==> src/rtl/ria_pkg.sv <==
`timescale 1ns / 1ps
package ria_pkg;

    localparam int MAX_SLOTS = 64;
    localparam int ID_W      = 6;
    localparam int CNT_W     = 7;

    typedef enum logic [1:0] {
        OP_ALLOC   = 2'd0,
        OP_LOOKUP  = 2'd1,
        OP_RELEASE = 2'd2,
        OP_NOP     = 2'd3
    } ria_op_t;

    typedef enum logic [1:0] {
        ST_OK    = 2'd0,
        ST_RANGE = 2'd1,
        ST_FULL  = 2'd2,
        ST_FREE  = 2'd3
    } ria_status_t;

    typedef struct packed {
        ria_op_t          opcode;
        logic [ID_W-1:0]  slot_id;
    } ria_req_t;

    typedef struct packed {
        logic [ID_W-1:0]  granted_id;
        ria_status_t      status;
    } ria_rsp_t;

    // Broadcast controls from the search sequencer to every cell
    typedef struct packed {
        logic step;   // advance the search token one cell
        logic flush;  // drop the search token everywhere
    } ria_cell_ctl_t;

endpackage

==> src/rtl/ria_cell.sv <==
`timescale 1ns / 1ps
module ria_cell (
    input  logic                   clk,
    input  logic                   rst_n,
    input  ria_pkg::ria_cell_ctl_t ctl,
    input  logic                   load,
    input  logic                   rel,
    input  logic                   tok_in,
    output logic                   tok_out,
    output logic                   hit,
    output logic                   in_use
);
    import ria_pkg::*;

    logic in_use_reg;
    logic in_use_next;
    logic tok_reg;
    logic tok_next;

    // Token stops at a free cell; a busy cell hands it on
    assign hit     = tok_reg & ~in_use_reg;
    assign tok_out = tok_reg & in_use_reg;
    assign in_use  = in_use_reg;

    always_comb
    begin
        in_use_next = in_use_reg;
        if (rel)
        begin
            in_use_next = 1'b0;
        end
        else if (ctl.step && hit)
        begin
            in_use_next = 1'b1;
        end

        tok_next = tok_reg;
        if (ctl.flush)
        begin
            tok_next = 1'b0;
        end
        else if (load)
        begin
            tok_next = 1'b1;
        end
        else if (ctl.step)
        begin
            tok_next = tok_in;
        end
    end

    always_ff @(posedge clk or negedge rst_n)
    begin
        if (!rst_n)
        begin
            in_use_reg <= 1'b0;
            tok_reg    <= 1'b0;
        end
        else
        begin
            in_use_reg <= in_use_next;
            tok_reg    <= tok_next;
        end
    end

endmodule

==> src/rtl/ria_row.sv <==
`timescale 1ns / 1ps
module ria_row (
    input  logic                                clk,
    input  logic                                rst_n,
    input  ria_pkg::ria_cell_ctl_t              ctl,
    input  logic [ria_pkg::MAX_SLOTS-1:0]       load,
    input  logic [ria_pkg::MAX_SLOTS-1:0]       rel,
    input  logic [ria_pkg::ID_W-1:0]            last,
    output logic [ria_pkg::MAX_SLOTS-1:0]       in_use,
    output logic                                hit
);
    import ria_pkg::*;

    logic [MAX_SLOTS-1:0] tok_in;
    logic [MAX_SLOTS-1:0] tok_out;
    logic [MAX_SLOTS-1:0] hits;

    // Wrap the ring at the last slot of the table; cells beyond it never see the token
    always_comb
    begin
        for (int j = 0; j < MAX_SLOTS; j++)
        begin
            if (j == 0)
            begin
                tok_in[j] = tok_out[last];
            end
            else
            begin
                tok_in[j] = tok_out[j-1] & (ID_W'(j) <= last);
            end
        end
    end

    for (genvar g = 0; g < MAX_SLOTS; g++)
    begin : g_cell
        ria_cell u_cell (
            .clk     (clk),
            .rst_n   (rst_n),
            .ctl     (ctl),
            .load    (load[g]),
            .rel     (rel[g]),
            .tok_in  (tok_in[g]),
            .tok_out (tok_out[g]),
            .hit     (hits[g]),
            .in_use  (in_use[g])
        );
    end

    assign hit = |hits;

endmodule

==> src/rtl/rotating_id_allocator.sv <==
`timescale 1ns / 1ps
// Channel   Direction  Handshake                 Beat
// req       in         req_valid / req_ready     ria_req_t {opcode, slot_id}
// rsp       out        rsp_valid / rsp_ready     ria_rsp_t {granted_id, status}
// cfg       in         cfg_we (no wait)          cfg_data = slot_count
//
// Lookup, release, the unused opcode and allocate on an empty table finish at
// the accept edge; the response beat shows in the cycle after it.
// Allocate injects a token at the search start cell and walks the ring of slot
// cells one cell per cycle while the response register is free or draining,
// probing 1 .. slot count (max 64) slots before it grants or reports full.
// Reset clears the in-use bits, the search pointer and sets slot_count to 64.
// A held response beat freezes the search; a new request is taken only while
// no search runs and the response register is free or being drained.
module rotating_id_allocator (
    input  logic                        clk,
    input  logic                        rst_n,
    input  logic                        req_valid,
    output logic                        req_ready,
    input  ria_pkg::ria_req_t           req,
    output logic                        rsp_valid,
    input  logic                        rsp_ready,
    output ria_pkg::ria_rsp_t           rsp,
    input  logic                        cfg_we,
    input  logic [ria_pkg::CNT_W-1:0]   cfg_data
);
    import ria_pkg::*;

    typedef enum logic {
        S_IDLE,
        S_SEARCH
    } state_t;

    state_t            state_reg, state_next;
    logic [CNT_W-1:0]  slot_count_reg;
    logic [ID_W-1:0]   search_start_reg, search_start_next;
    logic [ID_W-1:0]   probe_reg, probe_next;
    logic [CNT_W-1:0]  steps_reg, steps_next;
    logic              rsp_valid_reg, rsp_valid_next;
    ria_rsp_t          rsp_reg, rsp_next;

    logic [CNT_W-1:0]     eff_n;
    logic [ID_W-1:0]      last;
    logic [ID_W-1:0]      start;
    logic [ID_W-1:0]      probe_wrap;
    logic                 out_free;
    logic                 accept;
    logic                 id_ok;
    logic                 id_busy;
    logic                 row_hit;
    logic                 search_step;
    logic [MAX_SLOTS-1:0] in_use;
    logic [MAX_SLOTS-1:0] load;
    logic [MAX_SLOTS-1:0] rel;
    ria_cell_ctl_t        ctl;

    // Cap the size register at the number of cells
    assign eff_n = (slot_count_reg > CNT_W'(MAX_SLOTS)) ? CNT_W'(MAX_SLOTS) : slot_count_reg;
    assign last  = ID_W'(eff_n - CNT_W'(1));
    assign start = ({1'b0, search_start_reg} >= eff_n) ? '0 : search_start_reg;

    assign probe_wrap = ({1'b0, probe_reg} + CNT_W'(1) >= eff_n) ? '0 : probe_reg + ID_W'(1);

    assign out_free  = !rsp_valid_reg || rsp_ready;
    assign req_ready = (state_reg == S_IDLE) && out_free;
    assign accept    = req_valid && req_ready;

    assign id_ok   = {1'b0, req.slot_id} < eff_n;
    assign id_busy = in_use[req.slot_id];

    // Advance the token only while the response register can take a result
    assign search_step = (state_reg == S_SEARCH) && out_free;
    assign ctl = '{step:  search_step,
                   flush: search_step && !row_hit && (steps_reg + CNT_W'(1) == eff_n)};

    always_comb
    begin
        load = '0;
        rel  = '0;
        if (accept && req.opcode == OP_ALLOC && eff_n != '0)
        begin
            load[start] = 1'b1;
        end
        if (accept && req.opcode == OP_RELEASE && id_ok && id_busy)
        begin
            rel[req.slot_id] = 1'b1;
        end
    end

    ria_row u_row (
        .clk    (clk),
        .rst_n  (rst_n),
        .ctl    (ctl),
        .load   (load),
        .rel    (rel),
        .last   (last),
        .in_use (in_use),
        .hit    (row_hit)
    );

    always_comb
    begin
        state_next        = state_reg;
        search_start_next = search_start_reg;
        probe_next        = probe_reg;
        steps_next        = steps_reg;
        rsp_next          = rsp_reg;
        rsp_valid_next    = rsp_valid_reg && !rsp_ready;

        case (state_reg)
            S_IDLE:
            begin
                if (accept)
                begin
                    rsp_next.granted_id = req.slot_id;
                    rsp_next.status     = ST_OK;
                    case (req.opcode)
                        OP_ALLOC:
                        begin
                            if (eff_n == '0)
                            begin
                                rsp_next.granted_id = '0;
                                rsp_next.status     = ST_FULL;
                                rsp_valid_next      = 1'b1;
                            end
                            else
                            begin
                                probe_next = start;
                                steps_next = '0;
                                state_next = S_SEARCH;
                            end
                        end
                        OP_LOOKUP, OP_RELEASE:
                        begin
                            if (!id_ok)
                            begin
                                rsp_next.status = ST_RANGE;
                            end
                            else if (!id_busy)
                            begin
                                rsp_next.status = ST_FREE;
                            end
                            rsp_valid_next = 1'b1;
                        end
                        default:
                        begin
                            rsp_valid_next = 1'b1;
                        end
                    endcase
                end
            end
            S_SEARCH:
            begin
                if (ctl.step)
                begin
                    if (row_hit)
                    begin
                        // The cell under the token claims itself this edge
                        rsp_next.granted_id = probe_reg;
                        rsp_next.status     = ST_OK;
                        rsp_valid_next      = 1'b1;
                        search_start_next   = probe_wrap;
                        state_next          = S_IDLE;
                    end
                    else if (ctl.flush)
                    begin
                        rsp_next.granted_id = '0;
                        rsp_next.status     = ST_FULL;
                        rsp_valid_next      = 1'b1;
                        state_next          = S_IDLE;
                    end
                    else
                    begin
                        probe_next = probe_wrap;
                        steps_next = steps_reg + CNT_W'(1);
                    end
                end
            end
            default:
            begin
                state_next = S_IDLE;
            end
        endcase
    end

    always_ff @(posedge clk or negedge rst_n)
    begin
        if (!rst_n)
        begin
            state_reg        <= S_IDLE;
            slot_count_reg   <= CNT_W'(MAX_SLOTS);
            search_start_reg <= '0;
            probe_reg        <= '0;
            steps_reg        <= '0;
            rsp_valid_reg    <= 1'b0;
            rsp_reg          <= '0;
        end
        else
        begin
            state_reg        <= state_next;
            search_start_reg <= search_start_next;
            probe_reg        <= probe_next;
            steps_reg        <= steps_next;
            rsp_valid_reg    <= rsp_valid_next;
            rsp_reg          <= rsp_next;
            if (cfg_we)
            begin
                slot_count_reg <= cfg_data;
            end
        end
    end

    assign rsp_valid = rsp_valid_reg;
    assign rsp       = rsp_reg;

endmodule

==> config.mk <==
export PLATFORM = sky130hd
export DESIGN_NAME = rotating_id_allocator
export DESIGN_NICKNAME = d
export VERILOG_FILES = /design/src/rtl/ria_pkg.sv /design/src/rtl/ria_cell.sv /design/src/rtl/ria_row.sv /design/src/rtl/rotating_id_allocator.sv
export SDC_FILE = /design/constraint.sdc
export NUM_CORES = 1
export LEC_CHECK = 0
export BUFFER_PORTS_ARGS = -buffer_cell sky130_fd_sc_hd__buf_2
export CAP_MARGIN = 0
export CORE_MARGIN = 2
export CORE_UTILIZATION = 30
export DETAILED_ROUTE_END_ITERATION = 8
export PLACE_DENSITY = 0.5
export SYNTH_ARGS = -nofsm -noshare
export SYNTH_HDL_FRONTEND = slang
export SYNTH_SLANG_ARGS = --single-unit
==> constraint.sdc <==
create_clock -name clk -period 5.7 [get_ports clk]
set_clock_uncertainty 0.2 [all_clocks]
set_input_delay 0.57 -clock clk [delete_from_list [all_inputs] [get_ports clk]]
set_output_delay 0.57 -clock clk [all_outputs]
set_load 0.02 [all_outputs]
==> results_dict.tcl, run 1 <==
set metrics [dict create \
    run_status "finished, final reports clean" \
    ys_warn_count 0 \
    cts_resized 0 \
    worstHoldPathType "primary input to flip-flop" \
    arrival_ns 4.60 \
    synth_area_um2 11000 \
    synthDistinctLibCells 78 \
    viasPerCell 6.51 \
    hold_viol 0 \
    layout_common_cells "163 x dfrtp_1, 109 x nand2_1, 107 x a21oi_1" \
    start_util 0.303 \
    synth-seq-area-share 0.372 \
    antenna_found_initial 2 \
    period_share 0.788 \
    hpwl_mm 33.8 \
    synth_edf_count 0 \
    cp.required_ns 5.80 \
    fmax_ghz 0.223 \
    cts_max_level 4 \
    postCtsHoldBufs 1 \
    relSlewSlack 0.159 \
    die_x_um 196 \
    maxCapViolCount 0 \
    ir_drop_mv 0.248 \
    end_kind "flip-flop" \
    avgSynthCellArea_um2 8.87 \
    grt-ovfl-total 0 \
    syn_nets 1287 \
    final_layout_size_suffix_gt1_frac 0.139 \
    drtPass1Iterations 6 \
    vias 11200 \
    path_cells "nand2b_1, buf_4, ha_1, or3b_2, a221o_1, nor4_4, o21ai_0, a41oi_1, o32ai_1" \
    synthArstFlopShare 1.00 \
    grt_pass1_wl_mm 73.8 \
    first_global_vias 10600 \
    tns_ns 0 \
    root_buffer "clkbuf_16" \
    cts_buffers 17 \
    cts_max_path_buffers 2 \
    mostFrequentLayoutCell "dfrtp_1" \
    synth_top_area_share 0.370 \
    pin_count 30 \
    drt-wirelength-per-cell_um 28.7 \
    cp_slowest_stage_delay_ns 0.93 \
    drtIter0Drc 1602 \
    synth_top_flop_cell "dfrtp_1" \
    layout_setup_ws_ns 1.21 \
    ant_nets 0 \
    rr_worst_depth 9 \
    cts_tree "yes" \
    die_h_um 196 \
    grtUsageTotal 0.259 \
    start_kind "flip-flop" \
    rsz0062_at_grt "no" \
    worstHoldPathCells 2 \
    post_cts_buffers 0 \
    row_count 70 \
    io_buffers 29 \
    clk_pin_slew_worst_paths_ns 0.07 \
    dieArea_um2 38300 \
    clk_latency_ns 0.46 \
    finalWirelength_mm 49.5 \
    power.density_nw_per_um2 367 \
    cts.sinks 164 \
    syn2layout_area_growth_pct 12.9 \
    netlist_top_cells_area "dfrtp_1 37%, a21oi_1 4.9%, nand2_1 3.7%, nand2b_1 3.6%, a31oi_1 3.4%" \
    crit_path_max_fanout 30 \
    tightest_slew_ns 1.26 \
    placed_cells 1694 \
    routabilityCongestion 0.977 \
    whs_ns 0.151 \
    yosysTopAreaCell "dfrtp_1" \
    cp_slowest_cell "dfstp_2" \
    dp_slack_ns 1.27 \
    layout_min_cycle_time_ns 4.49 \
    fin_cells 1728 \
    grt_max_degree 61 \
    leakagePower_nw 4.77 \
    core_um2 36400 \
    layout.nets 1291 \
    drc 0 \
    syn_inst 1242 \
    final_max_slew_viol_count 0 \
    fill_cells 3799 \
    seq_area_um2 4110 \
    setup-violations-final 0 \
    worst-setup-path-type "flip-flop to flip-flop" \
    synth-seq-cells 164 \
    multi_input_area_um2 6450 \
]
## power by group
group / internal (W) / switching [W] / leakage, nW
registers: 0.00133 / 0.000258 / 2.21
logic: 0.000524 / 0.00116 / 2.27
clock network: 0.000776 / 0.000513 / 0.294
## cell type report
cell class	instances	area share
multi-input combinational	948	0.519
antenna	1	0.000201
timing repair buffer	77	0.0423
inverter	38	0.0115
tap	468	0.0471
clock inverter	10	0.0147
clock buffer	22	0.0357
sequential	164	0.330
## path summary, 6_finish.rpt
| path | start | slack [ns] | endpoint |
|---|---|---|---|
| max | slot_count_reg[6] | 1.21 | u_row.g_cell[11].u_cell.tok_reg |
| min | cfg_data[1] | 0.15 | slot_count_reg[1] |
| max reg2reg | slot_count_reg[6] | 1.21 | u_row.g_cell[11].u_cell.tok_reg |
| min reg2reg | rsp[7] | 0.31 | rsp[7] |
| max in group asynchronous | rst_n | 3.58 | rsp[4] |
| min in group asynchronous | rst_n | 0.43 | state_reg |
## worst max-delay path, delay by kind of cell, from the launching register on
kind                       cells  cell delay, ns
buffers and inverters          1            0.32
DFF                            1            0.93
AOI/OAI and AO/OA              4            1.05
adders and majority gates      1            0.41
and+or+nand+nor                3            1.43
## metal layers
metal,part of all wire,wire [µm],vias to the layer above,GRT usage
met5,0,0,-,0
met4,0.048,2370,0,0.130
met3,0.10,5130,127,0.0540
met2,0.43,21300,739,0.378
met1,0.42,20700,5585,0.363
li1,-,-,4796,-
## cell families after synthesis
logic type,Yosys count,share of synthesized area
compound gates,438,0.272
simple gates,417,0.198
flops,164,0.372
buf+inv,130,0.0481
mux,56,0.0706
fa+ha+maj,25,0.0284
xor+xnor,12,0.00954
## Yosys cell counts (6+ instances only)
| cell | n |
|---|---|
| a41oi_1 | 37 |
| a32o_1 | 9 |
| a31o_2 | 6 |
| nand2b_1 | 63 |
| a21oi_1 | 107 |
| a22o_1 | 7 |
| nor3_1 | 32 |
| nor3b_1 | 9 |
| o311ai_1 | 9 |
| buf_2 | 25 |
| mux2i_1 | 17 |
| or4_1 | 11 |
| and3_1 | 18 |
| and2_1 | 7 |
| nor2_1 | 68 |
| o32ai_1 | 12 |
| xnor2_1 | 10 |
| nand3_1 | 29 |
| o21ai_0 | 57 |
| nor4_1 | 22 |
| o22ai_1 | 28 |
| nand2_1 | 110 |
| o31ai_1 | 11 |
| mux2_2 | 24 |
| dfrtp_1 | 163 |
| nor2b_1 | 10 |
| o2111ai_1 | 18 |
| mux4_2 | 15 |
| ha_1 | 25 |
| inv_1 | 36 |
| o32a_1 | 9 |
| or3_1 | 10 |
| clkbuf_1 | 60 |
| a31oi_1 | 60 |
| o211ai_1 | 16 |
## through the flow
step	util	cell area [µm²]	total power [W]
2_1_floorplan	-	11000	0.00256
3_3_place_gp	0.324	11800	0.00323
3_5_place_dp	0.324	11800	0.00324
4_1_cts	0.341	12400	0.00453
5_1_grt	0.341	12400	0.00475
6_report	0.342	12400	0.00456
(Power assumes the default switching activity.)
==> inputs of run 2 (changes only) <==
Settings changed: PLACE_DENSITY 0.5 to 0.52.
Clock period 5.7 ns to 3.6 ns, I/O delays scaled along.
==> run 2 against run 1 <==
Wire length is 1.6% lower. Power grew 63%. Cell area is 4.2% higher. Critical path type unchanged. Via count rose by 1.7%. Fmax increased by 31%. Highest routed layer is now met5. Critical path depth is the same. Setup slack worse by 1.0 ns. Sequential power increased by 53%. Combinational power increased by 70%. Sequential share of layout area fell by 1.3 points. Utilization grew 1.4 points.
==> results_dict.tcl, run 2 (synthesized netlist as in run 1, its figures left out) <==
set metrics [dict create \
    run_status "finished, final reports clean" \
    path_buf_inv 2 \
    power.switching_w 0.00308 \
    relSlewSlack 0.272 \
    cts_tree "yes" \
    layout_min_cycle_time_ns 3.42 \
    mostFrequentLayoutCell "dfrtp_1" \
    cp_num_cells 9 \
    cts_buffers 17 \
    crit_family "compound AO/OA/AOI/OAI gates" \
    io_buffers 29 \
    drc 0 \
    cts.sinks 164 \
    grtUsageTotal 0.255 \
    arrival_ns 3.57 \
    cp-endpoint "u_row.g_cell[52].u_cell.tok_reg" \
    power.density_nw_per_um2 574 \
    ant_nets 0 \
    hpwl_mm 34.2 \
    vias 11400 \
    rsz0062_at_grt "no" \
    drtPass1Iterations 6 \
    leakagePower_nw 5.06 \
    placed_cells 1736 \
    antenna_found_initial 2 \
    drtIter0Drc 1594 \
    cp_slowest_stage_delay_ns 0.59 \
    grt_max_degree 107 \
    crit_path_max_fanout 19 \
    worstHoldPathCells 2 \
    post_cts_buffers 0 \
    switching_share 0.414 \
    period_share 0.951 \
    clock_power_share 0.289 \
    cp-startpoint "slot_count_reg[6]" \
    pin_count 30 \
    viasPerCell 6.44 \
    root_buffer "clkbuf_16" \
    clk_latency_ns 0.46 \
    combPwrFrac 0.383 \
    power_w 0.00744 \
    end_kind "flip-flop" \
    ir_drop_mv 0.474 \
    intPower_w 0.00436 \
    post_dp_cell_area_um2 12200 \
    routabilityCongestion 1.00 \
    start_util 0.303 \
    cts_max_level 4 \
    worstHoldPathType "primary input to flip-flop" \
    rr_startpoint "slot_count_reg[6]" \
    worst-setup-path-type "flip-flop to flip-flop" \
    cp_slowest_cell "dfstp_2" \
    first_global_vias 11000 \
    final_max_slew_viol_count 0 \
    cp.required_ns 3.74 \
    maxCapViolCount 0 \
    whs_ns 0.0112 \
    grt_pass1_wl_mm 72.9 \
    r2r-end "u_row.g_cell[52].u_cell.tok_reg" \
    drt-wirelength-per-cell_um 27.4 \
    final_cell_area_um2 13000 \
    core_um2 36400 \
    cpMostUsedCell "buf_4" \
    setup-violations-final 0 \
    hold_viol 0 \
    dieArea_um2 38300 \
    cts_max_path_buffers 2 \
    fin_cells 1777 \
    layout_common_cells "163 x dfrtp_1, 108 x nand2_1, 107 x a21oi_1" \
    start_kind "flip-flop" \
    tightest_slew_ns 1.09 \
    finalWirelength_mm 48.7 \
    rr_worst_depth 9 \
    final_layout_size_suffix_gt1_frac 0.170 \
    clk_pin_slew_worst_paths_ns 0.07 \
    die_h_um 196 \
    fmax_ghz 0.292 \
    pwr-share-seq 0.328 \
    tns_ns 0 \
    layout.nets 1340 \
    path_cells "buf_4, nand2b_1, ha_1, a211oi_1, o221a_2, o31ai_4, buf_4, or4_1, a32o_1" \
    row_count 70 \
    syn2layout_area_growth_pct 17.6 \
    die_x_um 196 \
    grt-ovfl-total 0 \
    reg2reg_slack_ns 0.18 \
]
run 2: how the worst min path moves through the flow:
stage / from / endpoint / slack (ns)
floorplan: rst_n / probe_reg[0] / -0.14
global placement: rsp[1] / rsp[1] / 0.28
detailed placement: rsp[1] / rsp[1] / 0.29
CTS: cfg_we / slot_count_reg[6] / 0.006
global route: cfg_we / slot_count_reg[6] / 0.01
finish: cfg_we / slot_count_reg[6] / 0.01
run 2: power by group through the flow:
stage	registers (W)	clock network [W]	logic, W
after floorplan	0.00240	0	0.00167
after global placement	0.00246	0	0.00274
after detailed placement	0.00246	0	0.00275
after CTS	0.00243	0.00217	0.00277
after global routing	0.00248	0.00225	0.00301
final	0.00244	0.00215	0.00285
run 2: layer usage:
metal,vias to the layer above,global-route usage,share of wire
met1,5633,0.343,0.41
met2,740,0.379,0.43
met4,2,0.125,0.053
li1,4901,-,-
met5,-,0,0.00031
met3,164,0.0676,0.11
run 2: per-stage QoR:
stage | setup slack [ns] | utilization
2_1_floorplan | -0.0319 | -
3_3_place_gp | 0.294 | 0.335
3_5_place_dp | 0.239 | 0.335
4_1_cts | 0.202 | 0.355
5_1_grt | 0.00475 | 0.356
6_report | 0.178 | 0.356
run 2: repair_timing:
item                                   CTS  global route
resized for setup                        0             2
setup endpoints to repair                0             2
endpoints found under the hold margin  107             0
hold buffers                             8             0
run 2: cell type report:
type | instances | area [µm²]
inverters | 38 | 143
diodes | 1 | 2.50
well taps | 468 | 586
clock inverters | 14 | 234
clock buffers | 18 | 429
fillers | 3734 | 23500
flip-flops and latches | 164 | 4110
repair buffers | 126 | 1000
multi-input cells | 948 | 6460
==> inputs of run 3 (changes only) <==
==> constraint.sdc (replaced) <==
create_clock -name clk -period 3.6 [get_ports clk]
set_clock_uncertainty 0.2 [all_clocks]
set_input_delay 0.18 -clock clk [delete_from_list [all_inputs] [get_ports clk]]
set_output_delay 0.18 -clock clk [all_outputs]
set_load 0.02 [all_outputs]
==> run 3 against run 2 <==
The flow now finishes with violations (design-rule violations). Critical endpoint is now u_row.g_cell[60].u_cell.tok_reg. Combinational power rose by 3%. Die area stayed put. Hold slack better by 0.014 ns. Wire length increased by 0.50%. Critical path type unchanged. Utilization increased by 0.16 points. Fmax decreased by 1.6%.
==> results_dict.tcl, run 3 (synthesized netlist as in run 1, its figures left out) <==
set metrics [dict create \
    run_status "complete, but fails checks" \
    violations "design-rule violations" \
    drc 15 \
    tightest_slew_ns 0.838 \
    rr_startpoint "slot_count_reg[6]" \
    cts_max_path_buffers 2 \
    grt_pass1_wl_mm 73.5 \
    maxUsedRoutingLayer "met4" \
    maxCapViolCount 0 \
    start_kind "flip-flop" \
    grt_max_degree 106 \
    cts_tree "yes" \
    root_buffer "clkbuf_16" \
    post_cts_buffers 0 \
    finalWirelength_mm 49.0 \
    cp.required_ns 3.74 \
    dieArea_um2 38300 \
    hpwl_mm 34.1 \
    viasPerCell 6.46 \
    core_um2 36400 \
    power.density_nw_per_um2 561 \
    ir_drop_mv 0.361 \
    fmax_ghz 0.288 \
    worstHoldPathCells 4 \
    die_h_um 196 \
    wl_met3_mm 5.48 \
    first_global_vias 11200 \
    cts.sinks 164 \
    fin_cells 1785 \
    cts_buffers 17 \
    setup-violations-final 0 \
    leakagePower_nw 5.06 \
    pin_count 30 \
    arrival_ns 3.62 \
    clk_latency_ns 0.45 \
    relSlewSlack 0.437 \
    cts_max_level 4 \
    drt-wirelength-per-cell_um 27.4 \
    reg2reg_slack_ns 0.12 \
    layout_common_cells "163 x dfrtp_1, 108 x nand2_1, 106 x a21oi_1" \
    ant_nets 0 \
    insertedDiodeCount 0 \
    start_util 0.303 \
    io_buffers 29 \
    vias 11500 \
    met1_length_mm 20.1 \
    hold_viol 0 \
    grtUsageTotal 0.257 \
    crit_path_max_fanout 23 \
    clk_pin_slew_worst_paths_ns 0.07 \
    final_max_slew_viol_count 0 \
    mostFrequentLayoutCell "dfrtp_1" \
    die_x_um 196 \
    period_share 0.966 \
    worstHoldPathType "primary input to flip-flop" \
    syn2layout_area_growth_pct 18.2 \
    r2r-end "u_row.g_cell[60].u_cell.tok_reg" \
    placed_cells 1737 \
    rr_worst_depth 11 \
    antenna_found_initial 0 \
    grt-ovfl-total 0 \
    tns_ns 0 \
    hold_path_startpoint "rsp_ready" \
    min_to "state_reg" \
    end_kind "flip-flop" \
    layout.nets 1350 \
    drtPass1Iterations 9 \
    worst-setup-path-type "flip-flop to flip-flop" \
    final_layout_size_suffix_gt1_frac 0.174 \
    wl_met2_mm 20.8 \
    drtIter0Drc 1609 \
    row_count 70 \
    routabilityCongestion 1.01 \
    layout_min_cycle_time_ns 3.48 \
]
-- run 3: how the worst max path moves through the flow --
| stage | endpoint | from |
|---|---|---|
| after floorplan | u_row.g_cell[2].u_cell.tok_reg | slot_count_reg[6] |
| after global placement | probe_reg[2] | slot_count_reg[6] |
| after detailed placement | u_row.g_cell[7].u_cell.tok_reg | slot_count_reg[6] |
| after CTS | u_row.g_cell[60].u_cell.tok_reg | slot_count_reg[6] |
| after global routing | u_row.g_cell[53].u_cell.tok_reg | slot_count_reg[6] |
| final | u_row.g_cell[60].u_cell.tok_reg | slot_count_reg[6] |
-- run 3: report_power, final --
| group | internal, W | switching [W] | total (W) | leakage [nW] |
|---|---|---|---|---|
| Combinational | 0.000998 | 0.00194 | 0.00294 | 2.57 |
| Sequential | 0.00211 | 0.000334 | 0.00244 | 2.21 |
| Clock | 0.00111 | 0.000824 | 0.00193 | 0.273 |
| Total | 0.00421 | 0.00310 | 0.00731 | 5.06 |
-- run 3: worst max-delay path, cell delays in order (launching register included) --
cell and delay (ns):
dfstp_2 0.69, nand2b_1 0.22, inv_2 0.06, ha_1 0.26, nand2b_1 0.15, a21oi_1 0.20, o221a_4 0.30, buf_4 0.15
o31ai_4 0.11, buf_12 0.21, or4_1 0.53, a32o_1 0.29
-- run 3: layout make-up --
| type | instances | area (µm²) |
|---|---|---|
| tap | 468 | 586 |
| inverter | 38 | 143 |
| fill | 3736 | 23400 |
| sequential | 164 | 4110 |
| clock inverter | 12 | 158 |
| multi-input combinational | 948 | 6500 |
| timing repair buffer | 136 | 1090 |
| clock buffer | 19 | 443 |
-- run 3: per-layer routing --
metal | vias up | GRT usage
met5 | - | 0
met4 | 0 | 0.129
met3 | 154 | 0.0657
met2 | 804 | 0.374
met1 | 5671 | 0.353
li1 | 4911 | -
-- run 3: metrics by stage --
stage	hold WS, ns	setup slack [ns]	power (W)	area (µm²)	utilization
after global placement	0.0522	-0.0429	0.00525	12200	0.335
after global routing	0.0346	-0.0758	0.00764	13000	0.357
final	0.0252	0.123	0.00731	13000	0.357
after CTS	0.0172	0.104	0.00722	13000	0.356
after detailed placement	0.0431	-0.00671	0.00526	12200	0.335
after floorplan	-0.316	-0.0319	0.00407	11000	-
-- run 3: what timing repair did --
item / CTS / global route
gates resized for setup: 1 / 9
endpoints found under the hold margin: 73 / 0
hold buffers: 17 / 0
endpoints found under the setup margin: 11 / 35
gates cloned: 0 / 0
pin swaps: 0 / 0
